--- config.mk ---
export PLATFORM = sky130hd
export DESIGN_NAME = poll_scheduler_with_command_watchdog_top
export DESIGN_NICKNAME = d
export VERILOG_FILES = /design/src/psw_pkg.sv /design/src/psw_rdiv.sv /design/src/psw_dp.sv /design/src/psw_ctrl.sv /design/src/poll_scheduler_with_command_watchdog_top.sv
export SDC_FILE = /design/constraint.sdc
export NUM_CORES = 1
export LEC_CHECK = 0
export BUFFER_PORTS_ARGS = -buffer_cell sky130_fd_sc_hd__buf_2
export CAP_MARGIN = 40
export CORE_ASPECT_RATIO = 0.9
export CORE_MARGIN = 4
export CORE_UTILIZATION = 35
export CTS_BUF_LIST = sky130_fd_sc_hd__clkbuf_16
export DETAILED_ROUTE_END_ITERATION = 6
export GPL_TIMING_DRIVEN = 0
export PLACE_DENSITY = 0.63
export SYNTH_ARGS = -nofsm -noshare
export SYNTH_HDL_FRONTEND = slang
export SYNTH_SLANG_ARGS = --single-unit
export TNS_END_PERCENT = 1
--- constraint.sdc ---
create_clock -name clock -period 7 [get_ports clock]
set_input_delay 0.7 -clock clock [delete_from_list [all_inputs] [get_ports clock]]
set_output_delay 0.7 -clock clock [all_outputs]
set_load 0.05 [all_outputs]
--- src/psw_pkg.sv ---
// Shared types and constants for the poll scheduler with command watchdog.
// No dependencies.
package psw_pkg;

   localparam int INTERVAL_WIDTH = 16;
   localparam int CURRENT_WIDTH  = 18;
   localparam int REQUEST_WIDTH  = 19;
   localparam int CSR_WIDTH      = 18;
   localparam int CSR_IDX_WIDTH  = 3;

   localparam logic [7:0] IMU_REPLY_ID    = 8'd65;
   localparam logic [7:0] VALUES_REPLY_ID = 8'd4;

   localparam logic [1:0] CMD_TICK    = 2'd0;
   localparam logic [1:0] CMD_CONTROL = 2'd1;
   localparam logic [1:0] CMD_REPLY   = 2'd2;

   localparam logic [1:0] WD_NONE  = 2'd0;
   localparam logic [1:0] WD_COAST = 2'd1;
   localparam logic [1:0] WD_BRAKE = 2'd2;

   localparam logic [1:0] POLL_NONE  = 2'd0;
   localparam logic [1:0] POLL_IMU   = 2'd1;
   localparam logic [1:0] POLL_MOTOR = 2'd2;

   localparam logic [CSR_IDX_WIDTH-1:0] REG_IMU_INTERVAL   = 3'd0;
   localparam logic [CSR_IDX_WIDTH-1:0] REG_MOTOR_INTERVAL = 3'd1;
   localparam logic [CSR_IDX_WIDTH-1:0] REG_POLL_TIMEOUT   = 3'd2;
   localparam logic [CSR_IDX_WIDTH-1:0] REG_WD_TIMEOUT     = 3'd3;
   localparam logic [CSR_IDX_WIDTH-1:0] REG_WD_MODE        = 3'd4;
   localparam logic [CSR_IDX_WIDTH-1:0] REG_WD_BRAKE       = 3'd5;
   localparam logic [CSR_IDX_WIDTH-1:0] REG_MAX_BRAKE      = 3'd6;

   localparam logic [INTERVAL_WIDTH-1:0] POLL_TIMEOUT_RESET = 16'd100;

   typedef enum logic [1:0] {
      ST_IDLE,
      ST_EVAL,
      ST_DIV,
      ST_DONE
   } ctrl_state_type;

   typedef struct packed {
      logic load;
      logic eval;
      logic due_wr;
      logic rsp_load;
   } ctrl_cmd_type;

   typedef struct packed {
      logic poll_go;
      logic div_done;
   } dp_status_type;

   typedef struct packed {
      logic                     accepted;
      logic [CURRENT_WIDTH-1:0] brake_ma;
      logic [1:0]               wd_fired;
      logic [1:0]               poll;
      logic [1:0]               matched;
      logic                     poll_expired;
   } result_type;

endpackage

--- src/psw_rdiv.sv ---
// Iterative remainder unit: dividend mod divisor, one quotient bit per cycle.
// Depends on psw_pkg.
module psw_rdiv import psw_pkg::*; #(
   parameter int TIME_BITS = 32
) (
   input  logic                      clock,
   input  logic                      reset,
   input  logic                      start,
   input  logic [TIME_BITS-1:0]      dividend,
   input  logic [INTERVAL_WIDTH-1:0] divisor,
   output logic                      done,
   output logic [INTERVAL_WIDTH-1:0] rem
);

   localparam int CNT_W = $clog2(TIME_BITS + 1);

   logic                      run_ff, run_in;
   logic                      done_ff, done_in;
   logic [CNT_W-1:0]          cnt_ff, cnt_in;
   logic [TIME_BITS-1:0]      num_ff, num_in;
   logic [INTERVAL_WIDTH-1:0] den_ff, den_in;
   logic [INTERVAL_WIDTH-1:0] rem_ff, rem_in;
   logic [INTERVAL_WIDTH:0]   trial;
   logic [INTERVAL_WIDTH:0]   diff;
   logic                      last;

   assign trial = {rem_ff, num_ff[TIME_BITS-1]};
   assign diff  = trial - {1'b0, den_ff};
   assign last  = (cnt_ff == CNT_W'(1));

   always_comb begin
      run_in  = run_ff;
      done_in = 1'b0;
      cnt_in  = cnt_ff;
      num_in  = num_ff;
      den_in  = den_ff;
      rem_in  = rem_ff;
      if (start) begin
         run_in = 1'b1;
         cnt_in = CNT_W'(TIME_BITS);
         num_in = dividend;
         den_in = divisor;
         rem_in = '0;
      end else if (run_ff) begin
         num_in = {num_ff[TIME_BITS-2:0], 1'b0};
         rem_in = (trial >= {1'b0, den_ff}) ? diff[INTERVAL_WIDTH-1:0]
                                           : trial[INTERVAL_WIDTH-1:0];
         cnt_in = cnt_ff - CNT_W'(1);
         if (last) begin
            run_in  = 1'b0;
            done_in = 1'b1;
         end
      end
   end

   always_ff @(posedge clock) begin
      if (reset) begin
         run_ff  <= 1'b0;
         done_ff <= 1'b0;
         cnt_ff  <= '0;
      end else begin
         run_ff  <= run_in;
         done_ff <= done_in;
         cnt_ff  <= cnt_in;
      end
      num_ff <= num_in;
      den_ff <= den_in;
      rem_ff <= rem_in;
   end

   assign done = done_ff;
   assign rem  = rem_ff;

endmodule

--- src/psw_dp.sv ---
// Datapath: settings, timers, poll and watchdog state, result registers.
// Depends on psw_pkg and psw_rdiv.
module psw_dp import psw_pkg::*; #(
   parameter int TIME_BITS = 32
) (
   input  logic                     clock,
   input  logic                     reset,
   input  ctrl_cmd_type             cmd,
   output dp_status_type            status,
   input  logic [1:0]               req_command,
   input  logic [7:0]               req_reply_id,
   input  logic                     req_is_brake,
   input  logic [REQUEST_WIDTH-1:0] req_brake_request_ma,
   input  logic                     csr_write_en,
   input  logic [CSR_IDX_WIDTH-1:0] csr_index,
   input  logic [CSR_WIDTH-1:0]     csr_wdata,
   output result_type               rsp
);

   typedef logic [TIME_BITS-1:0] tm_type;

   function automatic logic reached(input tm_type a, input tm_type b);
      tm_type d;
      d = b - a;
      return !d[TIME_BITS-1];
   endfunction

   function automatic logic [CURRENT_WIDTH-1:0] min_ma(input logic [CURRENT_WIDTH-1:0] a,
                                                     input logic [CURRENT_WIDTH-1:0] b);
      return (a < b) ? a : b;
   endfunction

   // settings
   logic [INTERVAL_WIDTH-1:0] imu_int_ff, imu_int_in;
   logic [INTERVAL_WIDTH-1:0] mot_int_ff, mot_int_in;
   logic [INTERVAL_WIDTH-1:0] tmo_ff, tmo_in;
   logic [INTERVAL_WIDTH-1:0] wd_tmo_ff, wd_tmo_in;
   logic [1:0]                wd_mode_ff, wd_mode_in;
   logic [CURRENT_WIDTH-1:0]  wd_brake_ff, wd_brake_in;
   logic [CURRENT_WIDTH-1:0]  max_brake_ff, max_brake_in;

   // latched event
   logic [1:0]               ev_cmd_ff;
   logic [7:0]               ev_rid_ff;
   logic                     ev_brake_ff;
   logic [REQUEST_WIDTH-1:0] ev_req_ff;

   // scheduler state
   tm_type time_ff, time_in;
   tm_type imu_due_ff, imu_due_in;
   tm_type mot_due_ff, mot_due_in;
   tm_type reply_dl_ff, reply_dl_in;
   tm_type guard_dl_ff, guard_dl_in;
   logic   busy_ff, busy_in;
   logic   kind_ff, kind_in;
   logic   armed_ff, armed_in;

   result_type res_ff, res_in;
   result_type rsp_ff;

   tm_type                    time_next;
   tm_type                    due_new;
   logic                      expire, guard_en, fire;
   logic                      imu_ok, mot_ok, imu_win, take_mot, poll_go;
   logic [CURRENT_WIDTH-1:0]  amt;
   logic                      accept;
   logic [7:0]                want_id;
   logic                      div_done;
   logic [INTERVAL_WIDTH-1:0] div_rem;
   tm_type                    div_num;
   logic [INTERVAL_WIDTH-1:0] div_den;

   always_comb begin
      imu_int_in   = imu_int_ff;
      mot_int_in   = mot_int_ff;
      tmo_in       = tmo_ff;
      wd_tmo_in    = wd_tmo_ff;
      wd_mode_in   = wd_mode_ff;
      wd_brake_in  = wd_brake_ff;
      max_brake_in = max_brake_ff;
      if (csr_write_en) begin
         case (csr_index)
            REG_IMU_INTERVAL:   imu_int_in   = csr_wdata[INTERVAL_WIDTH-1:0];
            REG_MOTOR_INTERVAL: mot_int_in   = csr_wdata[INTERVAL_WIDTH-1:0];
            REG_POLL_TIMEOUT:   tmo_in       = csr_wdata[INTERVAL_WIDTH-1:0];
            REG_WD_TIMEOUT:     wd_tmo_in    = csr_wdata[INTERVAL_WIDTH-1:0];
            REG_WD_MODE:        wd_mode_in   = csr_wdata[1:0];
            REG_WD_BRAKE:       wd_brake_in  = csr_wdata[CURRENT_WIDTH-1:0];
            REG_MAX_BRAKE:      max_brake_in = csr_wdata[CURRENT_WIDTH-1:0];
            default: ;
         endcase
      end
   end

   assign time_next = time_ff + tm_type'(1);
   assign expire    = busy_ff && reached(reply_dl_ff, time_next);
   assign guard_en  = (wd_tmo_ff != '0) &&
                      ((wd_mode_ff == WD_COAST) ||
                       ((wd_mode_ff == WD_BRAKE) && (wd_brake_ff != '0) &&
                        (max_brake_ff != '0)));
   assign fire      = guard_en && armed_ff && reached(guard_dl_ff, time_next);
   assign imu_ok    = (imu_int_ff != '0) && reached(imu_due_ff, time_next);
   assign mot_ok    = (mot_int_ff != '0) && reached(mot_due_ff, time_next);
   assign imu_win   = imu_ok && !(mot_ok && (mot_due_ff != imu_due_ff) &&
                                  reached(mot_due_ff, imu_due_ff));
   assign take_mot  = !imu_win && mot_ok;
   assign poll_go   = (!busy_ff || expire) && (imu_win || mot_ok);

   assign amt = (!ev_req_ff[REQUEST_WIDTH-1] && (ev_req_ff[CURRENT_WIDTH-1:0] != '0) &&
                 (max_brake_ff != '0)) ? min_ma(ev_req_ff[CURRENT_WIDTH-1:0], max_brake_ff)
                                       : '0;
   assign accept  = !ev_brake_ff || (amt != '0);
   assign want_id = kind_ff ? VALUES_REPLY_ID : IMU_REPLY_ID;

   assign div_num = time_next - (take_mot ? mot_due_ff : imu_due_ff);
   assign div_den = take_mot ? mot_int_ff : imu_int_ff;
   // next deadline: now minus lateness mod interval, plus one interval
   assign due_new = time_ff - tm_type'(div_rem) +
                    tm_type'(kind_ff ? mot_int_ff : imu_int_ff);

   assign status.poll_go  = (ev_cmd_ff == CMD_TICK) && poll_go;
   assign status.div_done = div_done;

   always_comb begin
      time_in     = time_ff;
      imu_due_in  = imu_due_ff;
      mot_due_in  = mot_due_ff;
      reply_dl_in = reply_dl_ff;
      guard_dl_in = guard_dl_ff;
      busy_in     = busy_ff;
      kind_in     = kind_ff;
      armed_in    = armed_ff;
      res_in      = res_ff;
      if (cmd.eval) begin
         res_in = '0;
         case (ev_cmd_ff)
            CMD_TICK: begin
               time_in = time_next;
               if (expire) begin
                  busy_in             = 1'b0;
                  res_in.poll_expired = 1'b1;
               end
               if (fire) begin
                  armed_in        = 1'b0;
                  guard_dl_in     = '0;
                  res_in.wd_fired = wd_mode_ff;
                  if (wd_mode_ff == WD_BRAKE) begin
                     res_in.brake_ma = min_ma(wd_brake_ff, max_brake_ff);
                  end
               end
               if (poll_go) begin
                  busy_in     = 1'b1;
                  kind_in     = take_mot;
                  reply_dl_in = time_next + tm_type'(tmo_ff);
                  res_in.poll = take_mot ? POLL_MOTOR : POLL_IMU;
               end
            end
            CMD_CONTROL: begin
               if (ev_brake_ff) begin
                  res_in.brake_ma = amt;
               end
               if (accept) begin
                  res_in.accepted = 1'b1;
                  if (guard_en) begin
                     guard_dl_in = time_ff + tm_type'(wd_tmo_ff);
                     armed_in    = 1'b1;
                  end
               end
            end
            CMD_REPLY: begin
               if (busy_ff && (ev_rid_ff == want_id)) begin
                  busy_in        = 1'b0;
                  res_in.matched = kind_ff ? POLL_MOTOR : POLL_IMU;
               end
            end
            default: ;
         endcase
      end
      if (cmd.due_wr) begin
         if (kind_ff) begin
            mot_due_in = due_new;
         end else begin
            imu_due_in = due_new;
         end
      end
   end

   psw_rdiv #(.TIME_BITS(TIME_BITS)) u_rdiv (
      .clock    (clock),
      .reset    (reset),
      .start    (cmd.eval && status.poll_go),
      .dividend (div_num),
      .divisor  (div_den),
      .done     (div_done),
      .rem      (div_rem)
   );

   always_ff @(posedge clock) begin
      if (reset) begin
         imu_int_ff   <= '0;
         mot_int_ff   <= '0;
         tmo_ff       <= POLL_TIMEOUT_RESET;
         wd_tmo_ff    <= '0;
         wd_mode_ff   <= WD_NONE;
         wd_brake_ff  <= '0;
         max_brake_ff <= '0;
         time_ff      <= '0;
         imu_due_ff   <= '0;
         mot_due_ff   <= '0;
         reply_dl_ff  <= '0;
         guard_dl_ff  <= '0;
         busy_ff      <= 1'b0;
         kind_ff      <= 1'b0;
         armed_ff     <= 1'b0;
      end else begin
         imu_int_ff   <= imu_int_in;
         mot_int_ff   <= mot_int_in;
         tmo_ff       <= tmo_in;
         wd_tmo_ff    <= wd_tmo_in;
         wd_mode_ff   <= wd_mode_in;
         wd_brake_ff  <= wd_brake_in;
         max_brake_ff <= max_brake_in;
         time_ff      <= time_in;
         imu_due_ff   <= imu_due_in;
         mot_due_ff   <= mot_due_in;
         reply_dl_ff  <= reply_dl_in;
         guard_dl_ff  <= guard_dl_in;
         busy_ff      <= busy_in;
         kind_ff      <= kind_in;
         armed_ff     <= armed_in;
      end
   end

   always_ff @(posedge clock) begin
      if (cmd.load) begin
         ev_cmd_ff   <= req_command;
         ev_rid_ff   <= req_reply_id;
         ev_brake_ff <= req_is_brake;
         ev_req_ff   <= req_brake_request_ma;
      end
      res_ff <= res_in;
      if (cmd.rsp_load) begin
         rsp_ff <= res_ff;
      end
   end

   assign rsp = rsp_ff;

endmodule

--- src/psw_ctrl.sv ---
// Controller: sequences event intake, evaluation, deadline update, result transfer.
// Depends on psw_pkg.
module psw_ctrl import psw_pkg::*; (
   input  logic          clock,
   input  logic          reset,
   input  logic          req_valid,
   output logic          req_ready,
   output logic          rsp_valid,
   input  logic          rsp_ready,
   output ctrl_cmd_type  cmd,
   input  dp_status_type status
);

   ctrl_state_type state_ff, state_in;
   logic           rsp_valid_ff, rsp_valid_in;

   always_ff @(posedge clock) begin
      if (reset) begin
         state_ff     <= ST_IDLE;
         rsp_valid_ff <= 1'b0;
      end else begin
         state_ff     <= state_in;
         rsp_valid_ff <= rsp_valid_in;
      end
   end

   always_comb begin
      state_in  = state_ff;
      cmd       = '0;
      req_ready = 1'b0;
      case (state_ff)
         ST_IDLE: begin
            req_ready = 1'b1;
            if (req_valid) begin
               cmd.load = 1'b1;
               state_in = ST_EVAL;
            end
         end
         ST_EVAL: begin
            cmd.eval = 1'b1;
            state_in = status.poll_go ? ST_DIV : ST_DONE;
         end
         ST_DIV: begin
            if (status.div_done) begin
               cmd.due_wr = 1'b1;
               state_in   = ST_DONE;
            end
         end
         ST_DONE: begin
            if (!rsp_valid_ff || rsp_ready) begin
               cmd.rsp_load = 1'b1;
               state_in     = ST_IDLE;
            end
         end
         default: state_in = ST_IDLE;
      endcase
      if (cmd.rsp_load) begin
         rsp_valid_in = 1'b1;
      end else if (rsp_ready) begin
         rsp_valid_in = 1'b0;
      end else begin
         rsp_valid_in = rsp_valid_ff;
      end
   end

   assign rsp_valid = rsp_valid_ff;

endmodule

--- src/poll_scheduler_with_command_watchdog_top.sv ---
// Poll scheduler with command watchdog. Events (tick, control command, reply)
// arrive one per transfer and each gives one result transfer. An event is
// taken in the idle state and evaluated, then its result is loaded into the
// output register in the done state and the block returns to idle. A tick
// that issues a poll passes a divide state between evaluation and the done
// state, as the next poll deadline needs the lateness modulo the interval,
// worked out one bit per cycle by the remainder unit.
// A result waits in an output register, so the next event is taken meanwhile.
// The user must write settings via the csr port only while idle; not enforced.
module poll_scheduler_with_command_watchdog_top import psw_pkg::*; #(
   parameter int TIME_BITS = 32
) (
   input  logic                            clock,
   input  logic                            reset,
   input  logic                            req_valid,
   output logic                            req_ready,
   input  logic [1:0]                      req_command,
   input  logic [7:0]                      req_reply_id,
   input  logic                            req_is_brake,
   input  logic signed [REQUEST_WIDTH-1:0] req_brake_request_ma,
   output logic                            rsp_valid,
   input  logic                            rsp_ready,
   output logic                            rsp_command_accepted,
   output logic [CURRENT_WIDTH-1:0]        rsp_brake_out_ma,
   output logic [1:0]                      rsp_watchdog_fired,
   output logic [1:0]                      rsp_poll_issued,
   output logic [1:0]                      rsp_reply_matched,
   output logic                            rsp_poll_timed_out,
   input  logic                            csr_write_en,
   input  logic [CSR_IDX_WIDTH-1:0]        csr_index,
   input  logic [CSR_WIDTH-1:0]            csr_wdata
);

   ctrl_cmd_type  cmd;
   dp_status_type status;
   result_type    rsp;

   psw_ctrl u_ctrl (
      .clock     (clock),
      .reset     (reset),
      .req_valid (req_valid),
      .req_ready (req_ready),
      .rsp_valid (rsp_valid),
      .rsp_ready (rsp_ready),
      .cmd       (cmd),
      .status    (status)
   );

   psw_dp #(.TIME_BITS(TIME_BITS)) u_dp (
      .clock                (clock),
      .reset                (reset),
      .cmd                  (cmd),
      .status               (status),
      .req_command          (req_command),
      .req_reply_id         (req_reply_id),
      .req_is_brake         (req_is_brake),
      .req_brake_request_ma (req_brake_request_ma),
      .csr_write_en         (csr_write_en),
      .csr_index            (csr_index),
      .csr_wdata            (csr_wdata),
      .rsp                  (rsp)
   );

   assign rsp_command_accepted = rsp.accepted;
   assign rsp_brake_out_ma     = rsp.brake_ma;
   assign rsp_watchdog_fired   = rsp.wd_fired;
   assign rsp_poll_issued      = rsp.poll;
   assign rsp_reply_matched    = rsp.matched;
   assign rsp_poll_timed_out   = rsp.poll_expired;

endmodule

==> flow_summary.toml, run 1 <==
[floorplanning]
die_area_sq_mm = 0.0843
core_area_sq_mm = 0.0784
ios = 84
die_h_um = 276
rows = 97
die_x_um = 306
floorplan.initialDensity = 0.356

[sta]
rsz0062_at_grt = "yes"
setup_viol = 6
report.final.hold_viol_count = 0
period_needed_ns = 7.19
max_slew_margin = 0.399
fin_ws_ns = -0.195
skew_ns = 0.0648
setup_tns_ns = -0.809
slew_viol_final = 0
fmaxAchievable_mhz = 139
finalCritPeriodShare = 1.03
worst_pin_slew_ns = 0.898

[drt]
dr.max_layer_used = "met4"
dr_wl_met2_um = 37200
viasPerCell = 5.32
drtPass1Iterations = 6
drt_iter0_markers = 2092
wl_met3_um = 5520
drt-total-wl_um = 86800
post_drt_wl_per_cell_um = 19.0
antenna_left = 0
vias = 24319
drcViolationCount = 0
drt-met1-wl_um = 41700

[synthesis]
ys_types = 84
syn_inst = 3283
yosysSeqAreaShare = 0.349
synth_nets = 3679
synth_ff_type = "dfxtp_1"
ys_ff_latch = 422
async_flop_share = 0
synth_enable_flop_cells = 130
synth_area_sq_mm = 0.0279
syn_avg_cell_area_sq_um = 8.50
yosysWarnings = 0

[clock_network]
clk_pin_slew_ns = 0.06
cts_inserted_buffers = 49
cts_tree = "built"
clockBufferDepth = 3
clk_latency_ns = 0.64
cts_max_level = 2
cts_root_buf = "clkbuf_16"
cts_num_sinks = 422

[global_route]
grt_overflow = 0
grt_usage = 0.200
grt_max_degree = 33
grt_pass1_wl_um = 133000
antenna_found_initial = 2
grt_pass1_vias = 22709

[pwr]
seqPwrFrac = 0.399
pwr-share-comb = 0.252
sw_frac_of_total = 0.338
power_density_mw_per_mm2 = 234
p_clk_frac = 0.349
max-vdd-ir-drop_mv = 0.192
internal_power_uw = 5010
leakage_uw = 0.0130
power.switching_uw = 2560
finalPower_uw = 7580

[place]
hpwl_um = 67900
place_area_sq_mm = 0.0300
dp_slack_ns = -1.69
gp_congestion = 0.935
io_buffers = 83

[worst_setup_path]
path_class = "reg -> reg"
worstPathArrival_ns = 7.56
cp.required_ns = 7.36
rr_worst_depth = 32
critPathLaunch = "u_dp.time_ff[0]"
end_kind = "register"
crit_path_start_kind = "register"
path_max_fanout = 7
rr_startpoint = "u_dp.time_ff[0]"
slowest_stage = "or4_4"
cp_slowest_stage_delay_ns = 0.58

[cells_and_area]
layout_common_cells = "nand2_1, a21oi_1, ha_1"
layout_commonest_cell = "nand2_1"
num-nets-final = 3882
stdcell_area_sq_mm = 0.0323
utilization = 0.412
synthToLayoutAreaGrowth_pct = 15.8
drive_gt1_frac = 0.110

[outcome]
violations = "negative setup slack"
status = "finished, violations left"

[worst_hold_path]
hp-class = "in -> reg"
holdPathStages = 1
hp-start = "req_brake_request_ma[6]"

[flow_run]
maxCapViolCount = 0
[synthesized netlist by cell type, drive strengths merged, types with 14 or more instances]
cell type / count / area [sq um]
xor2: 47 / 419
dfxtp: 292 / 5850
ha: 320 / 4000
nand4: 59 / 382
o21ai: 129 / 646
and3: 17 / 106
nor2: 195 / 732
nand3: 71 / 365
a21o: 79 / 593
o21a: 17 / 128
nand2b: 24 / 150
o21bai: 15 / 113
mux2: 19 / 214
buf: 29 / 149
nand2: 502 / 1880
o22ai: 20 / 125
nor3: 47 / 235
nor2b: 30 / 188
nor4: 38 / 253
a31oi: 21 / 131
mux2i: 73 / 731
edfxtp: 130 / 3900
or3: 22 / 138
a211oi: 35 / 263
a21oi: 358 / 1800
o2bb2ai: 14 / 123
clkbuf: 96 / 360
fa: 20 / 400
xnor2: 126 / 1100
inv: 275 / 1030
[cells by family (layout without fill, tap and decap cells)]
logic type / Yosys count / in the layout / synth area share
and+or+nand+nor: 1068 / 1068 / 0.177
xor gates and xnor gates: 173 / 173 / 0.0546
muxes: 92 / 92 / 0.0339
buffers and inverters: 400 / 644 / 0.0552
DFF: 422 / 422 / 0.349
AOI/OAI and AO/OA: 788 / 788 / 0.173
other: 0 / 3 / 0
adders and majority gates: 340 / 340 / 0.158
[worst max-delay path: cells and delay by family, from the launching register on]
kind	cells	cell delay [ns]
AO/OA/AOI/OAI	14	3.13
XOR/XNOR	2	0.35
adder cells (fa/ha/maj)	3	0.63
buffers and inverters	5	0.59
flip-flops	1	0.42
AND/OR/NAND/NOR	8	1.79
[repair_timing]
action	4_1_cts	5_1_grt
pin swaps	32	26
gates resized for setup	69	47
endpoints found under the hold margin	0	0
endpoints found under the setup margin	28	18
hold buffers	0	0
setup buffers	24	18
[power by group through the flow]
stage / Combinational, uW / Clock, uW / Sequential [uW]
detailed placement: 1820 / 0 / 3070
floorplan: 1300 / 0 / 3010
CTS: 1880 / 2680 / 3020
global placement: 1780 / 0 / 3080
finish: 1910 / 2640 / 3020
global route: 2100 / 2760 / 3040
[flip-flops by register name, indices dropped and copies added, names as in the netlist, 18 cells and up]
name / flops
u_dp.ev_req_ff: 19
u_dp.guard_dl_ff: 32
u_dp.res_ff: 26
u_dp.time_ff: 32
u_dp.wd_brake_ff: 18
u_dp.rsp: 26
u_dp.reply_dl_ff: 32
u_dp.mot_due_ff: 32
u_dp.max_brake_ff: 18
u_dp.u_rdiv.num_ff: 32
u_dp.imu_due_ff: 32
[stage by stage]
step | std cells | hold slack (ns)
2_1_floorplan | 3283 | 0.400
3_3_place_gp | 4405 | 0.403
3_5_place_dp | 4436 | 0.405
4_1_cts | 4550 | 0.200
5_1_grt | 4568 | 0.211
6_report | 4569 | 0.229
[layout make-up]
class                   instances  area [sq um]
diodes                          3          7.51
clock buffers                  53          1330
multi-input cells            2461         17000
repair buffers                156          1010
well taps                    1039          1300
flip-flops and latches        422          9780
plain buffers                 121           541
inverters                     275          1040
fillers                      7906         46100
clock inverters                39           337
[routing by layer]
layer | vias to the layer above | global-route usage
met4 | 0 | 0.0575
met1 | 11482 | 0.292
met5 | - | 0
met3 | 121 | 0.0228
met2 | 702 | 0.312
li1 | 12014 | -
[worst paths after layout]
path	to	slack, ns
min reg2reg	u_dp.rsp[22]	0.42
max	u_dp.u_rdiv.num_ff[27]	-0.19
min	u_dp.ev_req_ff[6]	0.23
max reg2reg	u_dp.u_rdiv.num_ff[27]	-0.19
Power figures use the tool's default switching activity.
==> run 2: changes to the inputs <==
--- a/config.mk
+++ b/config.mk
@@ -13,7 +13,7 @@
 export CTS_BUF_LIST = sky130_fd_sc_hd__clkbuf_16
 export DETAILED_ROUTE_END_ITERATION = 6
 export GPL_TIMING_DRIVEN = 0
-export PLACE_DENSITY = 0.63
+export PLACE_DENSITY_LB_ADDON = 0.3
 export SYNTH_ARGS = -nofsm -noshare
 export SYNTH_HDL_FRONTEND = slang
 export SYNTH_SLANG_ARGS = --single-unit
==> flow_summary.toml, run 2 (same netlist as run 1, synthesis figures left out) <==
[pwr]
power_density_mw_per_mm2 = 240
power.switching_uw = 2570
seqPwrFrac = 0.388
finalPower_uw = 7780
internal_power_uw = 5210
p_clk_frac = 0.365
max-vdd-ir-drop_mv = 0.193
pwr-share-comb = 0.247
leakage_uw = 0.0131
sw_frac_of_total = 0.330

[global_route]
antenna_found_initial = 1
grt_overflow = 0
grt_pass1_wl_um = 135000
grt_pass1_vias = 22887
grt_usage = 0.204
grt_max_degree = 33

[sta]
skew_ns = 0.0400
finalCritPeriodShare = 1.04
fmaxAchievable_mhz = 138
slew_viol_final = 0
worst_pin_slew_ns = 0.936
fin_ws_ns = -0.270
setup_viol = 10
rsz0062_at_grt = "yes"
max_slew_margin = 0.376
hold_ws_ns = 0.252
setup_tns_ns = -1.62
period_needed_ns = 7.27
report.final.hold_viol_count = 0

[worst_setup_path]
path_buf_inv = 5
cp.required_ns = 7.32
cp_top_family = "compound AO/OA/AOI/OAI gates"
cpMostUsedCell = "buf_4"
crit_path_start_kind = "register"
rr_worst_depth = 31
reg2reg_setup_slack_ns = -0.27
end_kind = "register"
r2r-end = "u_dp.u_rdiv.num_ff[31]"
cp_slowest_stage_delay_ns = 0.62
rr_startpoint = "u_dp.time_ff[0]"
worstPathArrival_ns = 7.59
path_max_fanout = 6
path_class = "reg -> reg"
slowest_stage = "or4_4"

[clock_network]
clk_latency_ns = 0.62
cts_max_level = 2
clk_pin_slew_ns = 0.07
cts_tree = "built"
cts_root_buf = "clkbuf_16"
cts_inserted_buffers = 49
cts_num_sinks = 422
clockBufferDepth = 3
hold_buffers = 0

[place]
place_inst = 4439
place_area_sq_mm = 0.0300
gp_congestion = 0.891
hpwl_um = 68600
io_buffers = 83

[cells_and_area]
finalNonFillerCells = 4571
layout_commonest_cell = "nand2_1"
drive_gt1_frac = 0.110
num-nets-final = 3886
synthToLayoutAreaGrowth_pct = 16.3
layout_common_cells = "nand2_1, a21oi_1, ha_1"
stdcell_area_sq_mm = 0.0324

[worst_hold_path]
hp-class = "in -> reg"
holdPathStages = 1
hp-start = "req_brake_request_ma[8]"
hold_end = "u_dp.ev_req_ff[8]"

[outcome]
status = "finished, violations left"
violations = "negative setup slack"

[drt]
drt_iter0_markers = 1828
drt-total-wl_um = 87400
antenna_left = 0
post_drt_wl_per_cell_um = 19.1
vias = 24078
drcViolationCount = 0
viasPerCell = 5.27
drtPass1Iterations = 6

[floorplanning]
rows = 97
core_area_sq_mm = 0.0784
die_area_sq_mm = 0.0843
die_h_um = 276
ios = 84
floorplan.initialDensity = 0.356
die_x_um = 306

[flow_run]
maxCapViolCount = 0
run 2: cell types whose count changed in the layout (fill, tap and decap cells not counted), sizes merged:
cell	previous run	this run
bufinv	3	10
clkinv	21	16
clkinvlp	2	7
inv	288	284
buf	185	188
clkbuf	144	142
diode	3	1
run 2: power groups by stage:
| stage | Combinational (uW) | Clock [uW] | Sequential, uW |
|---|---|---|---|
| after floorplan | 1300 | 0 | 3010 |
| after global placement | 1800 | 0 | 3070 |
| after detailed placement | 1850 | 0 | 3070 |
| after CTS | 1900 | 2890 | 3020 |
| after global routing | 2130 | 3000 | 3040 |
| final | 1920 | 2840 | 3020 |
run 2: how the worst max path moves through the flow:
| stage | start | end | slack [ns] | cells after the start |
|---|---|---|---|---|
| after global placement | u_dp.time_ff[11] | u_dp.u_rdiv.num_ff[31] | -2.48 | 32 |
| after global routing | u_dp.time_ff[0] | u_dp.u_rdiv.num_ff[31] | -0.63 | 32 |
| after floorplan | u_dp.time_ff[1] | u_dp.u_rdiv.num_ff[27] | -0.07 | 32 |
| after detailed placement | u_dp.time_ff[11] | u_dp.u_rdiv.num_ff[31] | -2.05 | 33 |
| after CTS | u_dp.time_ff[0] | u_dp.u_rdiv.num_ff[31] | -0.27 | 33 |
| final | u_dp.time_ff[0] | u_dp.u_rdiv.num_ff[31] | -0.27 | 31 |
run 2: repair_timing:
action                                  CTS  global route
gates cloned                              0             0
gates resized for setup                  79            29
buffers inserted                         28            15
endpoints found under the setup margin   28            20
pin swaps                                27            22
run 2: metal layers:
layer,wire length [um],up-vias,track usage
met5,0,-,0
met4,2540,0,0.0586
met3,5460,126,0.0269
met2,38000,614,0.325
met1,41400,11310,0.289
li1,-,12028,-
run 2: cell type report:
type | count | area [sq um]
antenna | 1 | 2.50
buffer | 120 | 536
clock buffer | 50 | 1250
clock inverter | 42 | 534
fill | 7924 | 46000
inverter | 275 | 1040
multi-input combinational | 2461 | 16900
sequential | 422 | 9780
tap | 1039 | 1300
timing repair buffer | 161 | 1060
run 2: metrics by stage:
step | worst slack (ns) | utilization
4_1_cts | -0.271 | 0.411
3_5_place_dp | -2.05 | 0.383
5_1_grt | -0.635 | 0.414
6_report | -0.270 | 0.414
3_3_place_gp | -2.48 | 0.378
2_1_floorplan | -0.0745 | -
==> run 3: changes to the inputs <==
==> constraint.sdc (replaced) <==
create_clock -name clock -period 8.8 [get_ports clock]
set_input_delay 0.88 -clock clock [delete_from_list [all_inputs] [get_ports clock]]
set_output_delay 0.88 -clock clock [all_outputs]
set_load 0.05 [all_outputs]
==> flow_summary.toml, run 3 (same netlist as run 1, synthesis figures left out) <==
[outcome]
status = "finished, final reports clean"

[drt]
vias = 23717
drcViolationCount = 0
drtPass1Iterations = 5
antenna_left = 0
drt_iter0_markers = 1846
viasPerCell = 5.22
post_drt_wl_per_cell_um = 19.0
drt-total-wl_um = 86200

[cells_and_area]
layout_commonest_cell = "nand2_1"
stdcell_area_sq_mm = 0.0318
drive_gt1_frac = 0.0829
layout_common_cells = "nand2_1, a21oi_1, ha_1"
synthToLayoutAreaGrowth_pct = 13.8
num-nets-final = 3852

[pwr]
leakage_uw = 0.0128
max-vdd-ir-drop_mv = 0.146
power_density_mw_per_mm2 = 188

[flow_run]
maxCapViolCount = 0

[worst_setup_path]
r2r-end = "u_dp.u_rdiv.num_ff[31]"
end_kind = "register"
reg2reg_setup_slack_ns = 0.41
slowest_stage = "or4_1"
crit_path_start_kind = "register"
rr_startpoint = "u_dp.time_ff[0]"
worstPathArrival_ns = 8.78
rr_worst_depth = 32
path_max_fanout = 10
cp.required_ns = 9.19
path_class = "reg -> reg"
cp_slowest_stage_delay_ns = 0.54
cp_top_family = "compound AO/OA/AOI/OAI gates"
path_buf_inv = 5

[sta]
fin_ws_ns = 0.414
period_needed_ns = 8.39
hold_ws_ns = 0.416
rsz0062_at_grt = "no"
skew_ns = 0.0392
finalCritPeriodShare = 0.953
setup_viol = 0
worst_pin_slew_ns = 0.903
setup_tns_ns = 0
fmaxAchievable_mhz = 119
max_slew_margin = 0.398
slew_viol_final = 0
report.final.hold_viol_count = 0

[floorplanning]
die_area_sq_mm = 0.0843
ios = 84
core_area_sq_mm = 0.0784
floorplan.initialDensity = 0.356
die_x_um = 306
die_h_um = 276
rows = 97

[place]
place_area_sq_mm = 0.0300
io_buffers = 83
dp_slack_ns = -0.991
hpwl_um = 68700
gp_congestion = 0.878

[global_route]
grt_overflow = 0
grt_pass1_wl_um = 134000
grt_usage = 0.201
antenna_found_initial = 5
grt_max_degree = 33
grt_pass1_vias = 22634

[clock_network]
cts_inserted_buffers = 50
clockBufferDepth = 3
clk_pin_slew_ns = 0.06
clk_latency_ns = 0.61
cts_root_buf = "clkbuf_16"
cts_num_sinks = 422
cts_tree = "built"
cts_max_level = 2

[worst_hold_path]
hold_end = "u_dp.rsp[15]"
hp-class = "reg -> reg"
holdPathStages = 0
hp-start = "u_dp.res_ff[15]"
-- run 3: changes by cell type in the layout (fill, tap and decap cells not counted), moves of 7 or more --
cell / before / now
clkbuf_16: 50 / 57
a21oi_2: 9 / 1
buf_4: 70 / 29
dfxtp_2: 11 / 2
a21oi_1: 349 / 357
bufinv_16: 10 / 1
dfxtp_1: 277 / 290
-- run 3: per-stage QoR --
step	std cells	utilization	total power (uW)
after floorplan	3283	-	3420
after global placement	4405	0.378	3870
after detailed placement	4440	0.382	3900
after CTS	4535	0.404	6010
after global routing	4540	0.405	6290
final	4540	0.405	5990
-- run 3: worst max path at each step --
stage / startpoint / to / slack (ns) / cells past startpoint
after floorplan: u_dp.time_ff[1] / u_dp.u_rdiv.num_ff[27] / 1.20 / 32
after global placement: u_dp.time_ff[0] / u_dp.u_rdiv.num_ff[31] / -1.73 / 32
after detailed placement: u_dp.time_ff[0] / u_dp.u_rdiv.num_ff[31] / -0.99 / 33
after CTS: u_dp.time_ff[0] / u_dp.u_rdiv.num_ff[31] / 0.005 / 32
after global routing: u_dp.time_ff[0] / u_dp.u_rdiv.num_ff[31] / 0.06 / 33
final: u_dp.time_ff[0] / u_dp.u_rdiv.num_ff[31] / 0.41 / 32
-- run 3: layer usage --
| metal | track usage | share of wire | routed length, um | up-vias |
|---|---|---|---|---|
| met5 | 0 | 0 | 0 | - |
| met4 | 0.0572 | 0.028 | 2440 | 0 |
| met3 | 0.0279 | 0.055 | 4750 | 114 |
| met2 | 0.318 | 0.43 | 37300 | 598 |
| met1 | 0.288 | 0.48 | 41800 | 11060 |
| li1 | - | - | - | 11945 |
-- run 3: cell type report --
class                      count  area (sq um)
antenna                        3          7.51
buffer                       123           512
clock buffer                  57          1430
clock inverter                37           270
fill                        8115         46600
inverter                     275          1030
multi-input combinational   2461         16700
sequential                   422          9750
tap                         1039          1300
timing repair buffer         123           778
-- run 3: repair_timing --
item / 4_1_cts / 5_1_grt
setup endpoints to repair: 13 / 10
pin swaps: 2 / 3
buffers inserted: 2 / 3
hold buffers: 0 / 0
gates resized for setup: 9 / 15
-- run 3: worst register-to-register path: cells and delay by family, from the launching register on --
kind	cells	cell delay (ns)
XOR/XNOR	1	0.18
AO/OA/AOI/OAI	15	3.87
buffers and inverters	5	0.73
AND/OR/NAND/NOR	8	2.12
flip-flops	1	0.46
adder cells (fa/ha/maj)	3	0.78
-- run 3: power by group --
group | internal, uW | switching, uW | total (uW) | leakage (uW)
sequential | 2230 | 168 | 2400 | 0.00357
combinational | 544 | 943 | 1490 | 0.00834
clock | 1200 | 894 | 2100 | 0.000860
